File: config.mk
export PLATFORM = sky130hd
export DESIGN_NAME = mat4_multiply_top
export DESIGN_NICKNAME = d
export VERILOG_FILES = /design/src/hdl/m4mul_pkg.sv /design/src/hdl/mat4_multiply_top.sv /design/src/hdl/m4mul_store.sv /design/src/hdl/m4mul_mac.sv /design/src/hdl/m4mul_ctrl.sv
export SDC_FILE = /design/constraint.sdc
export NUM_CORES = 2
export LEC_CHECK = 0
export BUFFER_PORTS_ARGS = -buffer_cell sky130_fd_sc_hd__buf_2
export CORE_ASPECT_RATIO = 2
export CORE_MARGIN = 2
export CORE_UTILIZATION = 49
export DETAILED_ROUTE_END_ITERATION = 8
export GPL_ROUTABILITY_DRIVEN = 0
export PLACE_DENSITY_LB_ADDON = 0.1
export SYNTH_ARGS = -nofsm -noshare
export SYNTH_HDL_FRONTEND = slang
export SYNTH_SLANG_ARGS = --single-unit
File: constraint.sdc
create_clock -name clk -period 8.23 [get_ports clk]
set_clock_uncertainty 0.15 [all_clocks]
set_input_delay 0.4115 -clock clk [delete_from_list [all_inputs] [get_ports clk]]
set_output_delay 0.4115 -clock clk [all_outputs]
set_load 0.02 [all_outputs]
File: src/hdl/m4mul_pkg.sv
// ----------------------------------------------------------------------------
// m4mul_pkg
// Shared constants and types for the 4x4 fixed-point matrix multiplier.
// ----------------------------------------------------------------------------
package m4mul_pkg;

	localparam int DIM       = 4;
	localparam int FRAC_BITS = 16;
	localparam int CELLS     = DIM * DIM;

	localparam int DATA_W   = 32;
	localparam int IDX_IN_W = 4;
	localparam int ADDR_W   = (CELLS > 1) ? $clog2(CELLS) : 1;
	localparam int RC_W     = (DIM > 1) ? $clog2(DIM) : 1;
	localparam int PROD_W   = 2 * DATA_W;
	localparam int ACC_W    = PROD_W - FRAC_BITS + RC_W;

	typedef enum logic [1:0] {
		ST_IDLE,
		ST_RUN,
		ST_DRAIN
	} state_t;

	typedef struct packed {
		logic              valid;
		logic              first;
		logic              last;
		logic [ADDR_W-1:0] a_addr;
		logic [ADDR_W-1:0] b_addr;
		logic [ADDR_W-1:0] flat;
		logic              final_cell;
	} issue_t;

endpackage

File: src/hdl/mat4_multiply_top.sv
// ----------------------------------------------------------------------------
// mat4_multiply_top
// 4x4 signed Q16.16 matrix multiplier, C = A * B, column-major flat indexes.
//
// Input: a beat is taken at a rising edge with start high and busy low.
//   func selects the A (0) or B (1) store, element_index is col*4+row.
//   A beat with compute_now low only stores its element; busy stays low,
//   so loads go at one per cycle.
//   A beat with compute_now high stores its element and starts the product.
//   busy then stays high until the last result is out: the sequencer issues 64
//   multiply-accumulates, one per cycle, through a single 32x32 multiplier,
//   and the pipeline (store read, multiply, accumulate) then drains.
// Output: 16 result beats in flat-index order, each shown for one cycle with
//   result_valid high, one per four-term sum. last_result marks the
//   sixteenth. The receiver cannot stall the block; results must be taken.
// Products are floored after the shift by 16; sums saturate to 32 bits.
// Reset: arst_n clears the sequencer and strobes; store contents are
//   undefined until written and every entry must be loaded before use.
// ----------------------------------------------------------------------------
module mat4_multiply_top (
	input  logic                                clk,
	input  logic                                arst_n,
	input  logic                                start,
	output logic                                busy,
	input  logic                                func,
	input  logic [m4mul_pkg::IDX_IN_W-1:0]      element_index,
	input  logic signed [m4mul_pkg::DATA_W-1:0] element_value,
	input  logic                                compute_now,
	output logic                                result_valid,
	output logic [m4mul_pkg::IDX_IN_W-1:0]      result_index,
	output logic signed [m4mul_pkg::DATA_W-1:0] result_value,
	output logic                                last_result
);
	import m4mul_pkg::*;

	logic                     accept;
	logic                     in_range;
	logic [ADDR_W-1:0]        wr_addr;
	issue_t                   issue;
	logic signed [DATA_W-1:0] a_s1;
	logic signed [DATA_W-1:0] b_s1;

	assign accept   = start && !busy;
	assign in_range = (32'(element_index) < CELLS);
	assign wr_addr  = ADDR_W'(element_index);

	m4mul_store u_store_a (
		.clk     (clk),
		.wr_en   (accept && in_range && !func),
		.wr_addr (wr_addr),
		.wr_data (element_value),
		.rd_addr (issue.a_addr),
		.rd_data (a_s1)
	);

	m4mul_store u_store_b (
		.clk     (clk),
		.wr_en   (accept && in_range && func),
		.wr_addr (wr_addr),
		.wr_data (element_value),
		.rd_addr (issue.b_addr),
		.rd_data (b_s1)
	);

	m4mul_ctrl u_ctrl (
		.clk        (clk),
		.arst_n     (arst_n),
		.go         (accept && compute_now),
		.drain_done (result_valid && last_result),
		.busy       (busy),
		.issue      (issue)
	);

	m4mul_mac u_mac (
		.clk          (clk),
		.arst_n       (arst_n),
		.issue        (issue),
		.a_s1         (a_s1),
		.b_s1         (b_s1),
		.result_valid (result_valid),
		.result_index (result_index),
		.result_value (result_value),
		.last_result  (last_result)
	);

endmodule

File: src/hdl/m4mul_store.sv
// ----------------------------------------------------------------------------
// m4mul_store
// Element store for one matrix: one write port, one registered read port.
// ----------------------------------------------------------------------------
module m4mul_store (
	input  logic                                   clk,
	input  logic                                   wr_en,
	input  logic [m4mul_pkg::ADDR_W-1:0]           wr_addr,
	input  logic signed [m4mul_pkg::DATA_W-1:0]    wr_data,
	input  logic [m4mul_pkg::ADDR_W-1:0]           rd_addr,
	output logic signed [m4mul_pkg::DATA_W-1:0]    rd_data
);
	import m4mul_pkg::*;

	logic signed [DATA_W-1:0] mem [CELLS];
	logic signed [DATA_W-1:0] rd_data_q;

	always_ff @(posedge clk) begin
		if (wr_en) begin
			mem[wr_addr] <= wr_data;
		end
	end

	always_ff @(posedge clk) begin
		rd_data_q <= mem[rd_addr];
	end

	assign rd_data = rd_data_q;

endmodule

File: src/hdl/m4mul_mac.sv
// ----------------------------------------------------------------------------
// m4mul_mac
// Shared multiply-accumulate unit: one product per cycle, floor shift,
// running sum and saturation, with the registered result port.
// ----------------------------------------------------------------------------
module m4mul_mac (
	input  logic                                clk,
	input  logic                                arst_n,
	input  m4mul_pkg::issue_t                   issue,
	input  logic signed [m4mul_pkg::DATA_W-1:0] a_s1,
	input  logic signed [m4mul_pkg::DATA_W-1:0] b_s1,
	output logic                                result_valid,
	output logic [m4mul_pkg::IDX_IN_W-1:0]      result_index,
	output logic signed [m4mul_pkg::DATA_W-1:0] result_value,
	output logic                                last_result
);
	import m4mul_pkg::*;

	issue_t                   issue_s1;
	issue_t                   issue_s2;
	logic signed [PROD_W-1:0] prod_s2;
	logic signed [ACC_W-1:0]  acc_q;
	logic signed [PROD_W-1:0] term_c;
	logic signed [ACC_W-1:0]  sum_c;
	logic [ACC_W-DATA_W:0]    hi_c;
	logic [DATA_W-1:0]        sat_c;

	logic                     valid_q;
	logic                     last_q;
	logic [IDX_IN_W-1:0]      index_q;
	logic signed [DATA_W-1:0] value_q;

	always_ff @(posedge clk or negedge arst_n) begin
		if (!arst_n) begin
			issue_s1 <= '0;
			issue_s2 <= '0;
		end else begin
			issue_s1 <= issue;
			issue_s2 <= issue_s1;
		end
	end

	always_ff @(posedge clk) begin
		prod_s2 <= PROD_W'(a_s1) * PROD_W'(b_s1);
	end

	always_comb begin
		term_c = prod_s2 >>> FRAC_BITS;
		sum_c  = (issue_s2.first ? ACC_W'(0) : acc_q) + ACC_W'(term_c);
		hi_c   = sum_c[ACC_W-1:DATA_W-1];
		if (hi_c == '0 || hi_c == '1) begin
			sat_c = sum_c[DATA_W-1:0];
		end else if (sum_c[ACC_W-1]) begin
			sat_c = {1'b1, {(DATA_W-1){1'b0}}};
		end else begin
			sat_c = {1'b0, {(DATA_W-1){1'b1}}};
		end
	end

	always_ff @(posedge clk) begin
		if (issue_s2.valid) begin
			acc_q <= sum_c;
		end
		if (issue_s2.valid && issue_s2.last) begin
			index_q <= IDX_IN_W'(issue_s2.flat);
			value_q <= sat_c;
		end
	end

	always_ff @(posedge clk or negedge arst_n) begin
		if (!arst_n) begin
			valid_q <= 1'b0;
			last_q  <= 1'b0;
		end else begin
			valid_q <= issue_s2.valid && issue_s2.last;
			last_q  <= issue_s2.valid && issue_s2.last && issue_s2.final_cell;
		end
	end

	assign result_valid = valid_q;
	assign result_index = index_q;
	assign result_value = value_q;
	assign last_result  = last_q;

endmodule

File: src/hdl/m4mul_ctrl.sv
// ----------------------------------------------------------------------------
// m4mul_ctrl
// Sequencer: walks column, row and inner index, issuing one
// multiply-accumulate per cycle, then waits for the pipeline to empty.
// ----------------------------------------------------------------------------
module m4mul_ctrl (
	input  logic              clk,
	input  logic              arst_n,
	input  logic              go,
	input  logic              drain_done,
	output logic              busy,
	output m4mul_pkg::issue_t issue
);
	import m4mul_pkg::*;

	state_t            state_q;
	state_t            state_d;
	logic [RC_W-1:0]   k_q;
	logic [RC_W-1:0]   row_q;
	logic [RC_W-1:0]   col_q;
	logic              k_end;
	logic              row_end;
	logic              col_end;

	assign k_end   = (k_q == RC_W'(DIM - 1));
	assign row_end = (row_q == RC_W'(DIM - 1));
	assign col_end = (col_q == RC_W'(DIM - 1));

	always_ff @(posedge clk or negedge arst_n) begin
		if (!arst_n) begin
			state_q <= ST_IDLE;
			k_q     <= '0;
			row_q   <= '0;
			col_q   <= '0;
		end else begin
			state_q <= state_d;
			if (state_q == ST_RUN) begin
				k_q <= k_end ? '0 : k_q + 1'b1;
				if (k_end) begin
					row_q <= row_end ? '0 : row_q + 1'b1;
					if (row_end) begin
						col_q <= col_end ? '0 : col_q + 1'b1;
					end
				end
			end else begin
				k_q   <= '0;
				row_q <= '0;
				col_q <= '0;
			end
		end
	end

	always_comb begin
		state_d = state_q;
		unique case (state_q)
			ST_IDLE: begin
				if (go) begin
					state_d = ST_RUN;
				end
			end
			ST_RUN: begin
				if (k_end && row_end && col_end) begin
					state_d = ST_DRAIN;
				end
			end
			ST_DRAIN: begin
				if (drain_done) begin
					state_d = ST_IDLE;
				end
			end
			default: state_d = ST_IDLE;
		endcase
	end

	always_comb begin
		busy             = (state_q != ST_IDLE);
		issue.valid      = (state_q == ST_RUN);
		issue.first      = (k_q == '0);
		issue.last       = k_end;
		issue.final_cell = row_end && col_end;
		issue.a_addr     = ADDR_W'(ADDR_W'(k_q) * ADDR_W'(DIM) + ADDR_W'(row_q));
		issue.b_addr     = ADDR_W'(ADDR_W'(col_q) * ADDR_W'(DIM) + ADDR_W'(k_q));
		issue.flat       = ADDR_W'(ADDR_W'(col_q) * ADDR_W'(DIM) + ADDR_W'(row_q));
	end

endmodule
# After elaboration in Yosys (flattened, before gate mapping)
# Memories as Yosys holds them, arrays and structs flattened. A register that Yosys moved wholly into a read port is not among the register bits.
# Index checks and enable logic that the tools add are counted.
[classes]
add_sub_neg = 7
n_reduce_logical = 19
n_eq_ne = 11
n_mul = 1
muxes = 20
[op_table]
columns = ["cell", "n"]
rows = [
  ["$mul A32 B32 Y64", 1],
  ["$mux W32", 2],
  ["$add A50 B48 Y50", 1],
  ["$mux W50", 1],
  ["$mux W2", 12],
  ["$eq A19 B19 Y1 const B", 1],
  ["$logic_not A19 Y1", 1],
  ["$add A4 B2 Y4", 3],
  ["$logic_and A1 B1 Y1", 10],
  ["$ne A2 B1 Y1 const B", 5],
  ["$eq A2 B2 Y1 const B", 4],
  ["$add A2 B1 Y2 const B", 3],
  ["$pmux W2 S3", 1],
  ["$logic_not A2 Y1", 2],
  ["$mux W1", 4],
  ["$reduce_and A3 Y1", 1],
  ["$eq A2 B1 Y1 const B", 1],
  ["$logic_not A1 Y1", 2],
  ["$reduce_and A2 Y1", 1],
  ["$reduce_bool A2 Y1", 1],
  ["$logic_or A1 B1 Y1", 1],
]
[totals]
word_cells = 80
regBits = 176
ramBits = 1024
n_memories = 2
in_bits = 41
output_inout_bits = 39
[mem_list]
columns = ["memory", "words", "word_bits", "rd", "rd_ports_with_merged_regs", "write_ports", "line_no", "source"]
rows = [
  ["u_store_a.mem", 16, 32, 1, 1, 1, "m4mul_store.sv:15", "logic signed [DATA_W-1:0] mem [CELLS];"],
  ["u_store_b.mem", 16, 32, 1, 1, 1, "m4mul_store.sv:15", ""],
]

# Logic depth before layout (Yosys ltp)
[logic_depth]
depth_word = 6
depth_mapped = 29
depth_no_buf = 28

# Hierarchy
# A second synthesis with hierarchy kept.
[unflattened]
cells_unflattened = 6153
area_unflattened_um2 = 83422.5
[modules_own_cells]
columns = ["module", "area_each_um2", "seq_area_each_um2", "cells_each", "instances"]
rows = [
  ["m4mul_mac", 43195.2, 3993.8, 4426, 1],
  ["m4mul_store", 19854.0, 16015.4, 838, 2],
  ["m4mul_ctrl", 483.0, 200.2, 47, 1],
  ["mat4_multiply_top", 36.3, 0.0, 4, 1],
]

# Worst setup path before layout
# OpenSTA, ideal clock, no wires.
[synth_path]
kind = "reg2reg"
start = "reg u_store_b.rd_data_q[2], in the netlist u_store_b.rd_data[2] (read register of u_store_b.mem)"
end = "reg u_mac.prod_s2[50]"
arrival_time_ns = 7.749
required_ns = 7.954
path_stages_with_launch = 25
setup_slack_ns = 0.205
setup_time_ns = 0.126
period_less_slack_ns = 8.025
n_path_buf = 2
path_cell_list = "dfxtp_1 clkbuf_1 nand2_1 inv_1 fa_1 fa_1 fa_1 fa_1 fa_1 fa_1 fa_1 inv_1 fa_1 inv_1 ha_1 clkbuf_1 and4_1 and3_1 nor2b_1 a2111oi_0 nand2_1 a221o_1 a221oi_1 o21bai_1 xor2_1"
[synth_via]
elab_chain_len = 1
[synth_rtl]
columns = ["element", "line_no", "source"]
rows = [
  ["from (decl)", "m4mul_store.sv:16", "logic signed [DATA_W-1:0] rd_data_q;"],
  ["$mul A32 B32 Y64", "m4mul_mac.sv:44", "prod_s2 <= PROD_W'(a_s1) * PROD_W'(b_s1);"],
  ["to (signal assigned)", "m4mul_mac.sv:44", ""],
  ["to (decl)", "m4mul_mac.sv:21", "logic signed [PROD_W-1:0] prod_s2;"],
]
# Every way passes these cells.
# A chain may end at the register's enable or synchronous reset.

# Worst setup path in the final report
[layout_path]
start = "reg u_store_b.rd_data_q[3], in the netlist u_store_b.rd_data[3] (read register of u_store_b.mem)"
end = "reg u_mac.prod_s2[63]"
# The elaborated chain is that of the path after synthesis.

==> flow_metrics.py <==
metrics = {
    "timing": {
        "tightest_slew_ns": 1.00,
        "setup_tns_ns": 0,
        "rsz0062_at_grt": "false",
        "max_freq_ghz": 0.125,
        "min_period_ns": 7.97,
        "fin_crit_sh": 0.969,
        "slew_viol_final": 0,
        "maxSlewHeadroom": 0.331,
        "setup_viol": 0,
        "hold_viol_final": 0,
    },
    "die": {
        "start_util": 0.493,
        "die-area_um2": 174000,
        "core-area_um2": 170000,
        "rows": 214,
        "fp.dieW_um": 296,
        "ios": 80,
        "chipHeight_um": 588,
    },
    "synth": {
        "synth_cell_type_count": 79,
        "synthMuxAreaShare": 0.0869,
        "async_flop_share": 0.0208,
        "synth_ff_type": "edfxtp_1",
        "syn-num-nets": 7444,
        "synthXorXnorAreaFrac": 0.0111,
        "ys_warn_count": 0,
        "synth_cells": 6088,
        "synth_top_family_by_area": "adder cells",
        "synth_largest_area_cell": "edfxtp_1",
        "synth-seq-cells": 1248,
        "seq_area_frac_synth": 0.433,
        "synthSimpleGateAreaFrac": 0.0862,
        "yosys.area.top_type_share": 0.399,
        "synth_fa_ha_area_frac": 0.294,
        "synth-edff-count": 1110,
        "syn_area_per_cell_um2": 13.7,
        "netlist_area_um2": 83600,
        "synth_compound_area_frac": 0.0294,
        "yosys-top-cells-area": "edfxtp_1 40%, fa_1 26%, mux4_2 8.6%, inv_1 4.5%, and2_1 3.9%",
    },
    "clocking": {
        "cts_tree": "done",
        "cts_max_level": 3,
        "clk_latency_ns": 0.74,
        "cts_buffer_depth": 3,
        "cts-root-buf": "clkbuf_16",
        "cts_made_buffers": 107,
        "cts_sinks": 1248,
        "clk_pin_slew_ns": 0.07,
    },
    "global_route": {
        "grt_antenna_before_repair": 5,
        "grt_pass1_vias": 53900,
        "grt_util_all_layers": 0.255,
        "gr-total-overflow": 0,
        "grt_pass1_wl_mm": 328,
        "grt_max_degree": 124,
    },
    "min_path": {
        "hold_class": "in -> reg",
    },
    "run": {
        "maxCapViolations": 0,
    },
    "route": {
        "wl_met1_mm": 73.2,
        "route.met2.wl_mm": 123,
        "viasPerCell": 5.49,
        "dr_wl_met3_mm": 6.64,
        "highest_layer": "met4",
        "wl_per_cell_um": 24.8,
        "routed_wl_mm": 213,
        "drcViolationCount": 0,
        "dr.first_iter.drc_count": 2775,
        "vias": 47200,
        "dr.pass1.iters": 8,
        "antenna_left": 0,
    },
    "setup_path": {
        "cp-end-kind": "flip-flop",
        "cp_max_fo": 16,
        "crit_arrival_ns": 8.36,
        "required_ns": 8.62,
        "crit_type": "reg -> reg",
        "startpoint_type": "flip-flop",
    },
    "placement": {
        "io_buffer_count": 79,
        "dp_hpwl_mm": 156,
    },
    "finish": {
        "nets": 7565,
        "layout-drive-gt1-share": 0.142,
        "area_growth_pct": 10.3,
    },
    "outcome": {
        "outcome": "finished, final reports clean",
    },
}
[synthesized netlist by cell type, types with 15 or more instances]
library cell  count
a21bo_1          17
buf_2            15
and2_1          515
ha_1            233
nor2b_1          86
dfrtp_1          26
xor2_1           46
dfxtp_1         112
o21ai_0          40
nand2b_1         21
mux4_2          320
nand4_1          26
xnor2_1          60
a21o_1           49
nor3_1           31
fa_1           1082
buf_1            28
and3_1           21
inv_1          1002
nand2_1         570
edfxtp_1       1110
nand3_1          21
clkbuf_1        268
nor2_1           96
o21ai_1          16
a21oi_1         103
[final timing paths]
| kind | startpoint | endpoint | slack (ns) | depth (start not counted) |
|---|---|---|---|---|
| max | u_store_b.rd_data[3] | u_mac.prod_s2[63] | 0.26 | 25 |
| min | element_value[15] | u_store_a.mem[3][15] | 0.03 | 1 |
| max reg2reg | u_store_b.rd_data[3] | u_mac.prod_s2[63] | 0.26 | 25 |
| min reg2reg | u_mac.issue_s1[15] | u_mac.issue_s2[15] | 0.20 | 0 |
| max in group asynchronous | arst_n | u_ctrl.row_q[1] | 7.36 | 2 |
| min in group asynchronous | arst_n | u_ctrl.row_q[0] | 0.08 | 2 |
[metrics by stage]
stage               area (um^2)  cells   util  hold slack (ns)  setup WS (ns)
floorplan                 83600   6088      -          -0.0341          0.205
global placement          88200   8354  0.520            0.185         -0.169
detailed placement        88200   8354  0.520            0.185         -0.158
CTS                       92100   8568  0.542          0.00317         0.0559
global route              92200   8583  0.543           0.0461         0.0106
finish                    92200   8585  0.543           0.0263          0.258
[routing by layer]
layer / up-vias / track usage
met5: - / 0
met3: 450 / 0.0236
met4: 0 / 0.110
met2: 1093 / 0.499
met1: 25300 / 0.272
li1: 20300 / -
[worst max-delay path, cell delays in order, from the launching register on]
cell	delay, ns
dfxtp_2	0.44
buf_4	0.29
and2_1	0.23
fa_1	0.48
fa_1	0.49
fa_1	0.50
buf_4	0.24
fa_1	0.50
fa_1	0.51
fa_1	0.51
fa_1	0.49
inv_1	0.05
fa_1	0.51
inv_1	0.06
ha_1	0.29
and4_1	0.28
and3_1	0.21
nor2b_1	0.34
a2111oi_2	0.09
buf_4	0.17
a21o_1	0.21
a211oi_2	0.22
nor3_1	0.08
buf_4	0.13
o21ai_0	0.21
xnor2_1	0.09
[logic make-up after synthesis]
kind of cell / Yosys count
flops: 1248
buf+inv: 1316
xor+xnor: 106
simple gates: 1421
fa+ha+maj: 1315
mux: 326
compound gates: 356
[area by class of cell]
cell class	count	area [um^2]
fill	14200	77500
multi-input combinational	3524	42700
sequential	1248	36200
inverter	1003	3770
clock buffer	151	3100
timing repair buffer	325	2870
tap	2268	2840
clock inverter	53	642
antenna	13	32.5
[timing repair]
item	CTS	global route
endpoints found under the hold margin	164	0
resized for setup	6	22
endpoints found under the setup margin	10	19
hold buffers	10	0
setup buffers	0	5
pin swaps	0	1
[state kept, by name (all words and copies together) (netlist names)]
name / count
u_ctrl.row_q: 2
u_mac.prod_s2: 48
u_mac.acc_q: 50
u_mac.result_value: 32
u_mac.issue_s1: 8
u_mac.result_index: 4
u_store_b.mem: 512
u_mac.result_valid: 1
u_mac.last_result: 1
u_ctrl.state_q: 2
u_store_b.rd_data: 32
u_ctrl.col_q: 2
u_store_a.rd_data: 32
u_ctrl.k_q: 2
u_store_a.mem: 512
u_mac.issue_s2: 8
[layout by cell type (no fill, tap or decap), drive strengths merged, types with 7 or more instances in the layout]
master | synthesis | routed
edfxtp | 1110 | 1110
fa | 1082 | 1082
inv | 1003 | 1005
nand2 | 570 | 570
and2 | 515 | 515
mux4 | 320 | 320
buf | 45 | 315
ha | 233 | 233
clkbuf | 268 | 151
dfxtp | 112 | 112
a21oi | 105 | 105
nor2 | 96 | 96
nor2b | 86 | 86
o21ai | 67 | 67
xnor2 | 60 | 60
a21o | 49 | 49
xor2 | 46 | 46
clkinv | 0 | 39
nor3 | 31 | 31
nand4 | 26 | 26
dfrtp | 26 | 26
nand2b | 22 | 22
and3 | 21 | 21
nand3 | 21 | 21
a21bo | 17 | 17
o21bai | 14 | 14
diode | 0 | 13
o211ai | 13 | 13
a31oi | 12 | 12
o21a | 10 | 10
dlygate4sd3 | 0 | 10
a211oi | 10 | 10
nor4 | 9 | 9
bufinv | 0 | 8
a211o | 7 | 7
Power is not shown: default switching activity piles up to over one toggle a cycle in this logic, so the estimate is an artifact.
